===== config.mk =====
export PLATFORM = sky130hd
export DESIGN_NAME = quadrature_counter_with_angle
export DESIGN_NICKNAME = d
export VERILOG_FILES = /design/src/design/qca_pkg.sv /design/src/design/qca_cmpsub.sv /design/src/design/qca_seq.sv /design/src/design/quadrature_counter_with_angle.sv
export SDC_FILE = /design/constraint.sdc
export NUM_CORES = 1
export LEC_CHECK = 0
export BUFFER_PORTS_ARGS = -buffer_cell sky130_fd_sc_hd__buf_4
export CAP_MARGIN = 20
export CORE_ASPECT_RATIO = 2
export CORE_MARGIN = 3
export CORE_UTILIZATION = 30
export CTS_CLUSTER_DIAMETER = 40
export DETAILED_ROUTE_END_ITERATION = 12
export GPL_TIMING_DRIVEN = 0
export HOLD_SLACK_MARGIN = 0.05
export SKIP_LAST_GASP = 1
export SYNTH_ARGS = -nofsm -noshare
export SYNTH_HDL_FRONTEND = slang
export SYNTH_SLANG_ARGS = --single-unit

===== constraint.sdc =====
create_clock -name clk -period 6.6 [get_ports clk]
set_input_delay 0.66 -clock clk [delete_from_list [all_inputs] [get_ports clk]]
set_output_delay 0.66 -clock clk [all_outputs]
set_load 0.02 [all_outputs]

===== src/design/qca_pkg.sv =====
// Shared types and constants for the quadrature counter with shaft angles.
package qca_pkg;

  // Configuration register indexes and their values after reset.
  localparam int CFG_IDX_W = 2;
  localparam logic [CFG_IDX_W-1:0] REG_ENC_CPT = 2'd0;
  localparam logic [CFG_IDX_W-1:0] REG_OUT_CPT = 2'd1;

  localparam int ENC_W  = 16;  // encoder counts per turn
  localparam int DIV_W  = 24;  // widest divisor (output counts per turn)
  localparam int ANG_W  = 9;   // angle in whole degrees
  localparam int UNIT_W = 33;  // holds 360 times a remainder below 2^24

  localparam logic [ENC_W-1:0] ENC_CPT_RESET = 16'd44;
  localparam logic [DIV_W-1:0] OUT_CPT_RESET = 24'd3960;
  localparam logic [ANG_W-1:0] FULL_TURN     = 9'd360;

  // Stream payload widths.
  localparam int POS_W      = 32;
  localparam int IN_DATA_W  = 8;
  localparam int OUT_DATA_W = 56;

  // Level change codes, bit 0 is channel A and bit 1 is channel B.
  localparam logic [1:0] CHG_A = 2'b01;
  localparam logic [1:0] CHG_B = 2'b10;

  typedef enum logic [2:0] {
    ST_IDLE,
    ST_MOD,
    ST_MUL,
    ST_DIV,
    ST_FIN,
    ST_DONE
  } qca_state_t;

  typedef struct packed {
    logic idle;
    logic done;
  } qca_stat_t;

endpackage


===== src/design/qca_cmpsub.sv =====
// Shared compare and subtract unit used by every division step.
module qca_cmpsub
  import qca_pkg::*;
(
  input  logic [UNIT_W-1:0] a,
  input  logic [UNIT_W-1:0] b,
  output logic              ge,
  output logic [UNIT_W-1:0] diff
);

  logic [UNIT_W:0] wide;

  // One borrow chain gives both the compare and the difference.
  assign wide = {1'b0, a} - {1'b0, b};
  assign ge   = ~wide[UNIT_W];
  assign diff = wide[UNIT_W-1:0];

endmodule


===== src/design/qca_seq.sv =====
// Sequencer that works out both shaft angles on the shared compare and subtract unit.
module qca_seq
  import qca_pkg::*;
#(
  parameter int CNT_W = 32
) (
  input  logic             clk,
  input  logic             rst,
  input  logic             start,
  input  logic [CNT_W-1:0] position,
  input  logic [ENC_W-1:0] enc_cpt,
  input  logic [DIV_W-1:0] out_cpt,
  input  logic             out_free,
  output qca_stat_t        stat,
  output logic [ANG_W-1:0] enc_angle,
  output logic [ANG_W-1:0] out_angle
);

  localparam int IDX_W = $clog2(CNT_W);

  qca_state_t state, state_next;

  logic [CNT_W-1:0]  mag;       // magnitude, rotated one bit per remainder step
  logic              neg;
  logic              sel;       // 0: encoder angle, 1: output angle
  logic [IDX_W-1:0]  cnt;
  logic [DIV_W-1:0]  rem;
  logic [UNIT_W-1:0] prod;
  logic [UNIT_W-1:0] dsr;
  logic [ANG_W-1:0]  quo;

  logic [DIV_W-1:0]  divisor;
  logic [UNIT_W-1:0] op_a;
  logic [UNIT_W-1:0] op_b;
  logic              ge;
  logic [UNIT_W-1:0] diff;
  logic [ANG_W-1:0]  angle;
  logic              last_mod;
  logic              last_div;

  assign divisor  = sel ? out_cpt : DIV_W'(enc_cpt);
  assign last_mod = (cnt == IDX_W'(CNT_W - 1));
  assign last_div = (cnt == IDX_W'(ANG_W - 1));

  qca_cmpsub u_unit (
    .a    (op_a),
    .b    (op_b),
    .ge   (ge),
    .diff (diff)
  );

  // A zero divisor gives zero; a negative count mirrors a nonzero angle.
  always_comb begin
    if (divisor == '0) begin
      angle = '0;
    end else if (neg && (quo != '0)) begin
      angle = FULL_TURN - quo;
    end else begin
      angle = quo;
    end
  end

  always_comb begin
    state_next = state;
    unique case (state)
      ST_IDLE: if (start) state_next = ST_MOD;
      ST_MOD:  if (last_mod) state_next = ST_MUL;
      ST_MUL:  state_next = ST_DIV;
      ST_DIV:  if (last_div) state_next = ST_FIN;
      ST_FIN:  state_next = sel ? ST_DONE : ST_MOD;
      ST_DONE: if (out_free) state_next = ST_IDLE;
      default: state_next = ST_IDLE;
    endcase
  end

  always_comb begin
    stat.idle = (state == ST_IDLE);
    stat.done = (state == ST_DONE);
    if (state == ST_MOD) begin
      op_a = UNIT_W'({rem, mag[CNT_W-1]});
      op_b = UNIT_W'(divisor);
    end else begin
      op_a = prod;
      op_b = dsr;
    end
  end

  always_ff @(posedge clk) begin
    if (rst) begin
      state <= ST_IDLE;
    end else begin
      state <= state_next;
    end
  end

  always_ff @(posedge clk) begin
    unique case (state)
      ST_IDLE: begin
        if (start) begin
          neg <= position[CNT_W-1];
          mag <= position[CNT_W-1] ? (~position + 1'b1) : position;
          sel <= 1'b0;
          cnt <= '0;
          rem <= '0;
        end
      end
      ST_MOD: begin
        // Restoring remainder: one dividend bit enters per cycle.
        mag <= {mag[CNT_W-2:0], mag[CNT_W-1]};
        rem <= ge ? diff[DIV_W-1:0] : op_a[DIV_W-1:0];
        cnt <= last_mod ? '0 : cnt + 1'b1;
      end
      ST_MUL: begin
        prod <= UNIT_W'(rem) * UNIT_W'(FULL_TURN);
        dsr  <= UNIT_W'(divisor) << (ANG_W - 1);
        quo  <= '0;
      end
      ST_DIV: begin
        // The quotient stays below 360, so nine steps cover it.
        if (ge) prod <= diff;
        quo <= {quo[ANG_W-2:0], ge};
        dsr <= dsr >> 1;
        cnt <= last_div ? '0 : cnt + 1'b1;
      end
      ST_FIN: begin
        if (sel) begin
          out_angle <= angle;
        end else begin
          enc_angle <= angle;
        end
        sel <= 1'b1;
        rem <= '0;
      end
      ST_DONE: begin
      end
      default: begin
      end
    endcase
  end

endmodule


===== src/design/quadrature_counter_with_angle.sv =====
// Top level of the quadrature position counter with encoder and output shaft angles.
//
//   Channel  Direction  Handshake         Payload
//   s        in         s_tvalid/tready   s_tdata: level_a, level_b
//   m        out        m_tvalid/tready   m_tdata: position_count, encoder_angle, output_angle
//   cfg      in         cfg_we            cfg_index, cfg_data
//
// Each request runs on the single compare and subtract unit until the block is ready
// again: COUNT_WIDTH remainder steps, one multiply, nine quotient steps and one
// finishing step per angle, first for the encoder angle and then for the output angle,
// and then a done state that hands the result to the output register.
// Reset is synchronous and active high; it clears the count, the previous levels, the
// primed flag and the output valid, and loads the default counts per turn.
// A finished result sits in the output register while the next request is accepted; the
// sequencer waits with a new result only if that register is still held by a stall.
module quadrature_counter_with_angle
  import qca_pkg::*;
#(
  parameter int COUNT_WIDTH = 32
) (
  input  logic                  clk,
  input  logic                  rst,
  input  logic                  s_tvalid,
  output logic                  s_tready,
  input  logic [IN_DATA_W-1:0]  s_tdata,   // [0] level_a, [1] level_b, rest zero
  output logic                  m_tvalid,
  input  logic                  m_tready,
  output logic [OUT_DATA_W-1:0] m_tdata,   // [31:0] position_count,
                                           // [40:32] encoder_angle,
                                           // [49:41] output_angle, rest zero
  input  logic                  cfg_we,
  input  logic [CFG_IDX_W-1:0]  cfg_index,
  input  logic [DIV_W-1:0]      cfg_data
);

  localparam int EXT_W = (COUNT_WIDTH > POS_W) ? COUNT_WIDTH : POS_W;

  logic [ENC_W-1:0]       enc_cpt;
  logic [DIV_W-1:0]       out_cpt;
  logic [COUNT_WIDTH-1:0] position;
  logic [COUNT_WIDTH-1:0] position_next;
  logic [1:0]             last_levels;
  logic                   primed;

  logic [1:0]             levels;
  logic                   accept;
  logic                   out_free;
  logic                   handoff;
  qca_stat_t              stat;
  logic [ANG_W-1:0]       enc_angle;
  logic [ANG_W-1:0]       out_angle;
  logic [EXT_W-1:0]       pos_ext;

  assign levels   = s_tdata[1:0];
  assign s_tready = stat.idle;
  assign accept   = s_tvalid && s_tready;
  assign out_free = !m_tvalid || m_tready;
  assign handoff  = stat.done && out_free;

  // Configuration writes; an index beyond the register list is dropped.
  always_ff @(posedge clk) begin
    if (rst) begin
      enc_cpt <= ENC_CPT_RESET;
      out_cpt <= OUT_CPT_RESET;
    end else if (cfg_we) begin
      if (cfg_index == REG_ENC_CPT) enc_cpt <= cfg_data[ENC_W-1:0];
      if (cfg_index == REG_OUT_CPT) out_cpt <= cfg_data;
    end
  end

  // A change on A alone counts down when A equals B after it, up otherwise; a change
  // on B alone does the opposite. A change on both pins, or none, keeps the count.
  always_comb begin
    position_next = position;
    if (primed) begin
      unique case (levels ^ last_levels)
        CHG_A: position_next = (levels[0] == levels[1]) ? position - 1'b1
                                                        : position + 1'b1;
        CHG_B: position_next = (levels[0] == levels[1]) ? position + 1'b1
                                                        : position - 1'b1;
        default: position_next = position;
      endcase
    end
  end

  // The first sample after reset only loads the previous levels.
  always_ff @(posedge clk) begin
    if (rst) begin
      position    <= '0;
      last_levels <= '0;
      primed      <= 1'b0;
    end else if (accept) begin
      position    <= position_next;
      last_levels <= levels;
      primed      <= 1'b1;
    end
  end

  qca_seq #(
    .CNT_W (COUNT_WIDTH)
  ) u_seq (
    .clk       (clk),
    .rst       (rst),
    .start     (accept),
    .position  (position_next),
    .enc_cpt   (enc_cpt),
    .out_cpt   (out_cpt),
    .out_free  (out_free),
    .stat      (stat),
    .enc_angle (enc_angle),
    .out_angle (out_angle)
  );

  // The count is reported as its low 32 bits after sign extension.
  assign pos_ext = EXT_W'($signed(position));

  always_ff @(posedge clk) begin
    if (rst) begin
      m_tvalid <= 1'b0;
    end else if (handoff) begin
      m_tvalid <= 1'b1;
    end else if (m_tready) begin
      m_tvalid <= 1'b0;
    end
  end

  always_ff @(posedge clk) begin
    if (handoff) begin
      m_tdata <= OUT_DATA_W'({out_angle, enc_angle, pos_ext[POS_W-1:0]});
    end
  end

endmodule


### After elaboration in Yosys (flattened, before gate mapping)

Cells that the tools add are included.

| word-level totals | value |
|---|---|
| register bits after elaboration | 285 |
| word-level logic and storage cells | 104 |
| ROM bits | 0 |
| output and inout port bits | 58 |
| latch bits | 0 |
| memory bits (writable) | 0 |
| bits of input ports | 39 |
| memories kept | 0 |

| cells by class | value |
|---|---|
| multiply operators | 1 |
| mux-type cells | 33 |
| equality and inequality tests | 16 |
| $lt $le $gt $ge | 0 |
| divide/modulo/power cells | 0 |
| shift-type cells | 0 |
| $add $sub $neg | 6 |
| bitwise operators | 4 |
| reduce and logical (&&, ||, !) cells | 26 |

Operators with widths:

| kind | count |
|---|---|
| $mux W32 | 5 |
| $pmux W33 S2 | 2 |
| $pmux W32 S2 | 2 |
| $mux W33 | 3 |
| $mux W24 | 3 |
| $pmux W24 S3 | 1 |
| $add A32 B1 Y32 const B | 2 |
| $sub A33 B33 Y34 | 1 |
| $not A32 Y32 | 1 |
| $sub A32 B1 Y32 const B | 1 |
| $mul A24 B6 Y30 const B | 1 |
| $logic_not A24 Y1 | 1 |
| $reduce_and A2 Y1 | 10 |
| $mux W9 | 2 |
| $pmux W3 S6 | 1 |
| $pmux W9 S2 | 1 |
| $mux W3 | 5 |
| $mux W5 | 3 |
| $pmux W5 S3 | 1 |
| $reduce_bool A9 Y1 | 1 |
| $sub A9 B9 Y9 const A | 1 |
| $reduce_bool A2 Y1 | 4 |
| $eq A3 B2 Y1 const B | 2 |
| $eq A3 B3 Y1 const B | 2 |
| other kinds (20) | 30 |

### Logic depth before layout (Yosys ltp)

Gate-level depths: netlist (run 1).

| depth | value |
|---|---|
| depth after elaboration | 9 |
| mapped depth | 21 |
| mapped depth without buffers | 18 |

### Cells and area by module

A second synthesis (run 1) with hierarchy kept.

| unflattened totals | value |
|---|---|
| cells, all modules | 2241 |
| area total of the unflattened synthesis | 19790.2 um2 |

By module, submodules not included:

| module | times used | seq. area each (um2) | cells an instance | area each (um2) |
|---|---|---|---|---|
| qca_seq | 1 | 4714.5 | 1196 | 11310.8 |
| quadrature_counter_with_angle | 1 | 3022.9 | 748 | 6486.2 |
| qca_cmpsub | 1 | 0.0 | 297 | 1993.2 |

### Least setup slack after synthesis (run 1)

Ideal clock, no wire load.

| timing | value |
|---|---|
| path type | register -> register |
| from | register u_seq.state[0] |
| to | register u_seq.prod[0], enable pin |
| data required time | 6208 ps |
| buffers on the path | 6 |
| arrival | 5003 ps |
| cell stages (with the launch flop) | 21 |
| setup time | 392 ps |
| slack | 1205 ps |
| period minus slack after synthesis | 5395 ps |
| path through | dfxtp_1 clkbuf_1 inv_1 or3_1 clkbuf_1 clkbuf_1 clkbuf_1 nor2_1 a21oi_1 ha_1 o21a_1 o31a_1 o311ai_0 a21oi_1 a31oi_1 o31ai_1 o2bb2ai_1 a221o_1 clkbuf_1 buf_1 o21a_1 |

| between the ends | value |
|---|---|
| cells in the longest elaborated chain, start to end | 5 |
| elaborated cells on any way between the ends | 9 |
| those cells by class | 1 x add/sub; 4 x eq/ne; 2 x mux; 2 x reduce/logical |

Ends and longest elaborated chain:

| element | RTL line | RTL |
|---|---|---|
| start: declaration | qca_seq.sv:21 | `qca_state_t state, state_next;` |
| start signal: assignment | qca_seq.sv:92 | `state <= state_next;` |
| $eq A3 B1 Y1 | qca_seq.sv:79 | `if (state == ST_MOD) begin` |
| $mux W33 | qca_seq.sv:79 |  |
| $sub A33 B33 Y34 | qca_cmpsub.sv:14 | `assign wide = {1'b0, a} - {1'b0, b};` |
| $ne A2 B2 Y1 (no source line) | -- |  |
| $reduce_and A2 Y1 (no source line) * | -- |  |
| end signal: assignment | qca_seq.sv:114 | `prod <= UNIT_W'(rem) * UNIT_W'(FULL_TURN);` |
| end signal: assignment | qca_seq.sv:120 | `if (ge) prod <= diff;` |
| end: declaration | qca_seq.sv:28 | `logic [UNIT_W-1:0] prod;` |

Every way passes the cells marked *; elsewhere a longest branch is shown, timed or not.
A chain may end at the register's enable or synchronous reset.

### Worst setup path after layout (run 1)

| timing | value |
|---|---|
| from | register u_seq.state[0] |
| to | register u_seq.prod[28], enable pin |

The elaborated chain is that of the path after synthesis.

==> results of run 1 <==
[timing repair]
| item | CTS | global route |
|---|---|---|
| endpoints found under the setup margin | 59 | 53 |
| resized for setup | 10 | 8 |
| hold buffers | 0 | 0 |
| pin swaps | 1 | 0 |
| cloned | 1 | 0 |
[sequential cells by signal, summed over array words and instances (netlist names), 16 cells and up]
register	count
m_tdata	50
u_seq.prod	33
pos_ext	32
u_seq.dsr	32
u_seq.mag	32
out_cpt	24
u_seq.rem	24
enc_cpt	16
[worst max-delay path, stage by stage (launching register included)]
cell	delay, ns
dfxtp_1	0.31
clkbuf_1	0.29
inv_1	0.24
or3_4	0.55
clkbuf_2	0.35
clkbuf_1	0.33
nor2_1	0.22
a21oi_1	0.09
ha_1	0.37
o21a_1	0.12
o31a_1	0.20
o311ai_1	0.20
a21oi_2	0.32
a31oi_2	0.23
o31ai_4	0.35
o2bb2ai_1	0.21
a221o_1	0.48
clkbuf_2	0.40
buf_2	0.42
o21a_4	0.40
[per-stage QoR]
| step | utilization (%) | cell area [sq um] |
|---|---|---|
| floorplan | - | 18700 |
| global route | 35.3 | 21700 |
| global placement | 33.1 | 20300 |
| finish | 35.3 | 21700 |
| detailed placement | 33.4 | 20500 |
| CTS | 35.3 | 21700 |
[Yosys cell counts, types with 14 or more instances]
cell      instances
a221oi_1         15
fa_1             43
inv_1           118
nand3_1          35
nor4_1           34
a21oi_1         176
xor2_1           42
a211oi_1         25
nand3b_1         14
dfxtp_1          79
nor3_1           31
o31ai_1          14
clkbuf_1         96
edfxtp_1        205
a21o_1           24
mux2i_1          23
a31oi_1          20
nand2b_1         16
nor2_1          216
buf_2            16
xnor2_1          43
nand4_1          23
and2_1           24
ha_1             98
nand2_1         294
and3_1           25
o21ai_0          97
[kinds of logic (layout without fill, tap and decap cells)]
family / after synthesis / count (layout) / synth area share [%]
other cells: 1 / 7 / 0.0201
compound gates: 482 / 483 / 16.3
buf+inv: 250 / 401 / 5.37
fa+ha+maj: 141 / 141 / 11.2
flops: 284 / 284 / 41.4
xor+xnor: 87 / 87 / 4.25
mux: 29 / 29 / 1.69
simple gates: 783 / 783 / 19.8
[path summary, 6_finish.rpt]
kind                                         start              to  slack [ns]  depth (start not counted)
worst max register to register      u_seq.state[0]  u_seq.prod[28]        0.14                         19
worst max-delay path                u_seq.state[0]  u_seq.prod[28]        0.14                         19
worst min register to register  u_seq.enc_angle[3]     m_tdata[35]        0.42                          0
worst min-delay path                   cfg_data[9]      out_cpt[9]        0.34                          3
[metal layers]
layer,vias up,routed length (um),share of wire (%)
li1,7615,-,-
met2,574,35300,55
met1,7698,20700,32
met3,239,2460,3.8
met5,-,0,0
met4,0,5880,9.1
[area by class of cell]
cell class | instances | area (sq um) | share of cell area, %
diodes | 1 | 2.50 | 0.0115
clock inverters | 21 | 228 | 1.05
multi-input cells | 1529 | 10100 | 46.4
inverters | 120 | 450 | 2.08
well taps | 780 | 976 | 4.50
clock buffers | 40 | 925 | 4.26
plain buffers | 129 | 559 | 2.58
repair buffers | 91 | 743 | 3.43
flip-flops and latches | 284 | 7740 | 35.7
==> out/qor.csv, run 1 <==
metric,value,unit
status,"complete, no violations",
netlist_area,0.0187,sq mm
synth_cell_types,98,
finalCriticalPeriod,6.46,ns
critPathKind,reg2reg,
cp_max_fo,17,
numCtsBuffers,34,
route.detailed.drc,0,
htreeDepth,2,
synth_area_leader_cell,edfxtp_1,
grt_pass1_wl,96100,um
finalMaxSlewViolations,0,
layout_common_cells,"nand2_1 (294), nor2_1 (215), edfxtp_1 (205)",
synth_warnings,0,
relSlewSlack,30.8,%
grt_overflow_total,0,
ios,97,
syn_area_per_cell,9.09,sq um
antenna_found_initial,1,
fin_crit_sh,97.9,%
synth-main-ff-cell,edfxtp_1,
grt_start_max_net_pins,44,
layout_commonest_cell,nand2_1,
rsz0062_at_grt,false,
clk_pin_slew,0.06,ns
avgRoutedWirePerCell,21.5,um
yosys-top-cells-area,"edfxtp_1 (33%), dfxtp_1 (8.5%), ha_1 (6.6%)",
fp-row-count,128,
viasPerCell,5.38,
use_met3,2.19,%
ant_nets,0,
port-buffer-count,83,
firstDrtPassIters,6,
die_w,183,um
ys_ff_latch,284,
postCtsSetupBuffers,0,
cts_tree,yes,
dr_total_vias,16100,
tightest_slew,1.03,ns
synth_top_area_share,32.9,%
fin_nets,2369,
clock-sinks,284,
met2_usage,37.3,%
gp_congestion,0.975,
initial_core_util,30.5,%
max_freq,0.155,GHz
syn-instance-count,2057,
hp-class,in2reg,
ctsLongestPathBuffers,3,
dp.cells,2932,
synthArstFlopShare,0,%
die-area,0.0655,sq mm
hold_violations,0,
max_cap_viol_count,0,
finalSetupViolCount,0,
busiest_layer,met2,
drt_iter0_markers,1040,
fill_cells,6232,
worstSetupStartpointType,flip-flop,
dieHeight,359,um
hold_ws,0.344,ns
core,0.0613,sq mm
drive_gt1_share,10.7,%
worst_setup_path_end_kind,flip-flop,
dp_hpwl,51500,um
clock_latency,0.54,ns
post-place-ws,-1.84,ns
grtUsageTotal,19.1,%
synth_edf_count,205,
drt-total-wl,64300,um
cp.arrival,6.66,ns
fin_skew,0.0258,ns
use_met1,17.1,%
crit_required,6.80,ns
cts-root-buf,clkbuf_16,
layout.cells.non_filler,2995,
fin_ws,0.140,ns
yosysSeqAreaShare,41.4,%
fin_setup_tns,0,ns
areaGrowthSynthToFinish,16.0,%
first_global_vias,16800,
Power of run 1 is left out: the tool's default activity adds up to more than one toggle a clock period on the data nets, which glitch-free logic cannot reach.
==> run 2, diff against run 1 <==
==> constraint.sdc (replaced) <==
create_clock -name clk -period 7.85 [get_ports clk]
set_input_delay 0.785 -clock clk [delete_from_list [all_inputs] [get_ports clk]]
set_output_delay 0.785 -clock clk [all_outputs]
set_load 0.02 [all_outputs]
==> run 2 against run 1 <==
Effect of this change: fmax decreased by 16%; worst setup slack improved by 0.062 ns; largest cell class unchanged; global-route usage decreased by 0.089 points; clock skew decreased by 0.0027 ns; critical path depth unchanged; critical endpoint unchanged; critical path type unchanged; flip-flop and latch count unchanged.
==> out/qor.csv, run 2 (same netlist as run 1, synthesis figures left out) <==
metric,value,unit,change
cts_tree,yes,,
dieHeight,359,um,unchanged
grt_pass1_wl,95800,um,-0.38%
largest-register,m_tdata,,
route.detailed.drc,0,,unchanged
fin_skew,0.0231,ns,-0.00273 ns
fin_ws,0.202,ns,+0.0620 ns
areaGrowthSynthToFinish,15.7,%,
port-buffer-count,83,,unchanged
die_w,183,um,unchanged
firstDrtPassIters,7,,+1
grt_start_max_net_pins,43,,-2.3%
fin_crit_sh,97.4,%,-0.45 points
hold_ws,0.418,ns,+0.0733 ns
htreeDepth,2,,unchanged
ctsLongestPathBuffers,3,,unchanged
gp_congestion,0.975,,unchanged
viasPerCell,5.38,,-0.15%
ios,97,,unchanged
core,0.0613,sq mm,unchanged
rsz0062_at_grt,false,,
reg2regPathDepth,19,,unchanged
largest_register_ffs,50,,unchanged
busiest_layer,met2,,
first_global_vias,16800,,-0.14%
antenna_cells,0,,-1
dp_hpwl,51500,um,unchanged
status,"complete, no violations",,
r2r_end,u_seq.prod[28],,
cp_max_fo,33,,+16
fp-row-count,128,,unchanged
drive_gt1_share,10.3,%,-0.41 points
relSlewSlack,33.8,%,+3.0 points
numCtsBuffers,34,,unchanged
die-area,0.0655,sq mm,unchanged
max_freq,0.131,GHz,-16%
drt_iter0_markers,1013,,-2.6%
rr_startpoint,u_seq.state[0],,
r2r_slack,0.20,ns,+0.06 ns
reg.largest.list,"m_tdata (50), u_seq.prod (33)",,
hold_violations,0,,unchanged
worst_setup_path_end_kind,flip-flop,,
post-place-ws,-0.588,ns,+1.25 ns
critPathKind,reg2reg,,
clk_pin_slew,0.06,ns,about the same
min_delay_path_depth,0,,-3
holdCritStartpoint,u_seq.enc_angle[3],,
grtUsageTotal,19.0,%,-0.089 points
max_cap_viol_count,0,,unchanged
use_met1,17.0,%,-0.077 points
tightest_slew,0.981,ns,-0.0485 ns
initial_core_util,30.5,%,unchanged
drt-total-wl,64000,um,-0.50%
antenna_found_initial,1,,unchanged
clock-sinks,284,,unchanged
cts-root-buf,clkbuf_16,,
min_to,m_tdata[35],,
clock_latency,0.54,ns,about the same
finalCriticalPeriod,7.65,ns,+1.19 ns
fin_nets,2369,,unchanged
hp-class,reg2reg,,
use_met3,2.19,%,unchanged
avgRoutedWirePerCell,21.4,um,-0.46%
crit_required,8.02,ns,+1.22 ns
worstSetupStartpointType,flip-flop,,
finalMaxSlewViolations,0,,unchanged
grt_overflow_total,0,,unchanged
ant_nets,0,,unchanged
layout_commonest_cell,nand2_1,,
cp.arrival,7.82,ns,+1.16 ns
layout_common_cells,"nand2_1 (294), nor2_1 (215), edfxtp_1 (205)",,
finalSetupViolCount,0,,unchanged
dr_total_vias,16100,,-0.19%
met2_usage,37.1,%,-0.21 points
## run 2: changes by cell type in the layout (fill, tap and decap cells not counted), sizes merged
cell / delta
clkbuf: +1
diode: -1
o21a: -1
## run 2: how the worst max path moves through the flow
stage | to | start | slack, ns | cells after the start
2_1_floorplan | u_seq.prod[0] | u_seq.state[0] | 2.46 | 20
3_3_place_gp | u_seq.prod[28] | u_seq.state[0] | -1.35 | 17
3_5_place_dp | u_seq.prod[28] | u_seq.state[0] | -0.59 | 19
4_1_cts | u_seq.prod[28] | u_seq.state[0] | 0.18 | 19
5_1_grt | u_seq.prod[14] | u_seq.state[0] | 0.16 | 19
6_report | u_seq.prod[28] | u_seq.state[0] | 0.20 | 19
## run 2: layout make-up
| type | instances | area [sq um] |
|---|---|---|
| fill | 6240 | 39700 |
| multi-input combinational | 1528 | 10000 |
| sequential | 284 | 7740 |
| tap | 780 | 976 |
| clock buffer | 40 | 925 |
| timing repair buffer | 91 | 743 |
| buffer | 130 | 557 |
| inverter | 120 | 450 |
| clock inverter | 21 | 228 |
## run 2: per-layer routing
metal  routed length (um)  part of all wire, %  vias to the layer above
met1                20600                   32                     7689
met4                 5990                  9.4                        0
met5                    0                    0                        -
met3                 2440                  3.8                      240
met2                35000                   55                      563
li1                     -                    -                     7604
## run 2: per-stage QoR
step | TNS (ns) | util, % | cell area [sq um] | cells
final | 0 | 35.3 | 21600 | 2994
after detailed placement | -19.12 | 33.4 | 20500 | 2932
after floorplan | 0 | - | 18700 | 2062
after global placement | -44.31 | 33.1 | 20300 | 2925
after CTS | 0 | 35.2 | 21600 | 2993
after global routing | 0 | 35.3 | 21600 | 2994
## run 2: worst max-delay path: stages (launching register included)
cell       delay (ns)
dfxtp_1          0.30
clkbuf_1         0.19
inv_1            0.20
or3_1            0.13
clkbuf_1         0.62
clkbuf_2         0.51
clkbuf_1         0.66
o21ai_0          0.23
ha_1             0.26
nor2b_1          0.16
o31a_1           0.21
o311ai_0         0.25
a21oi_1          0.44
a31oi_1          0.29
o31ai_2          0.50
o2bb2ai_1        0.22
a221o_1          0.47
clkbuf_1         0.60
buf_2            0.45
o21a_4           0.53
## run 2: timing repair
action | in CTS | in global routing
buffers inserted | 0 | 0
hold buffers | 0 | 0
hold endpoints to repair | 0 | 0
pin swaps | 0 | 0
endpoints found under the setup margin | 33 | 33
gates resized for setup | 3 | 1
Power of run 2 is left out for the same reason.
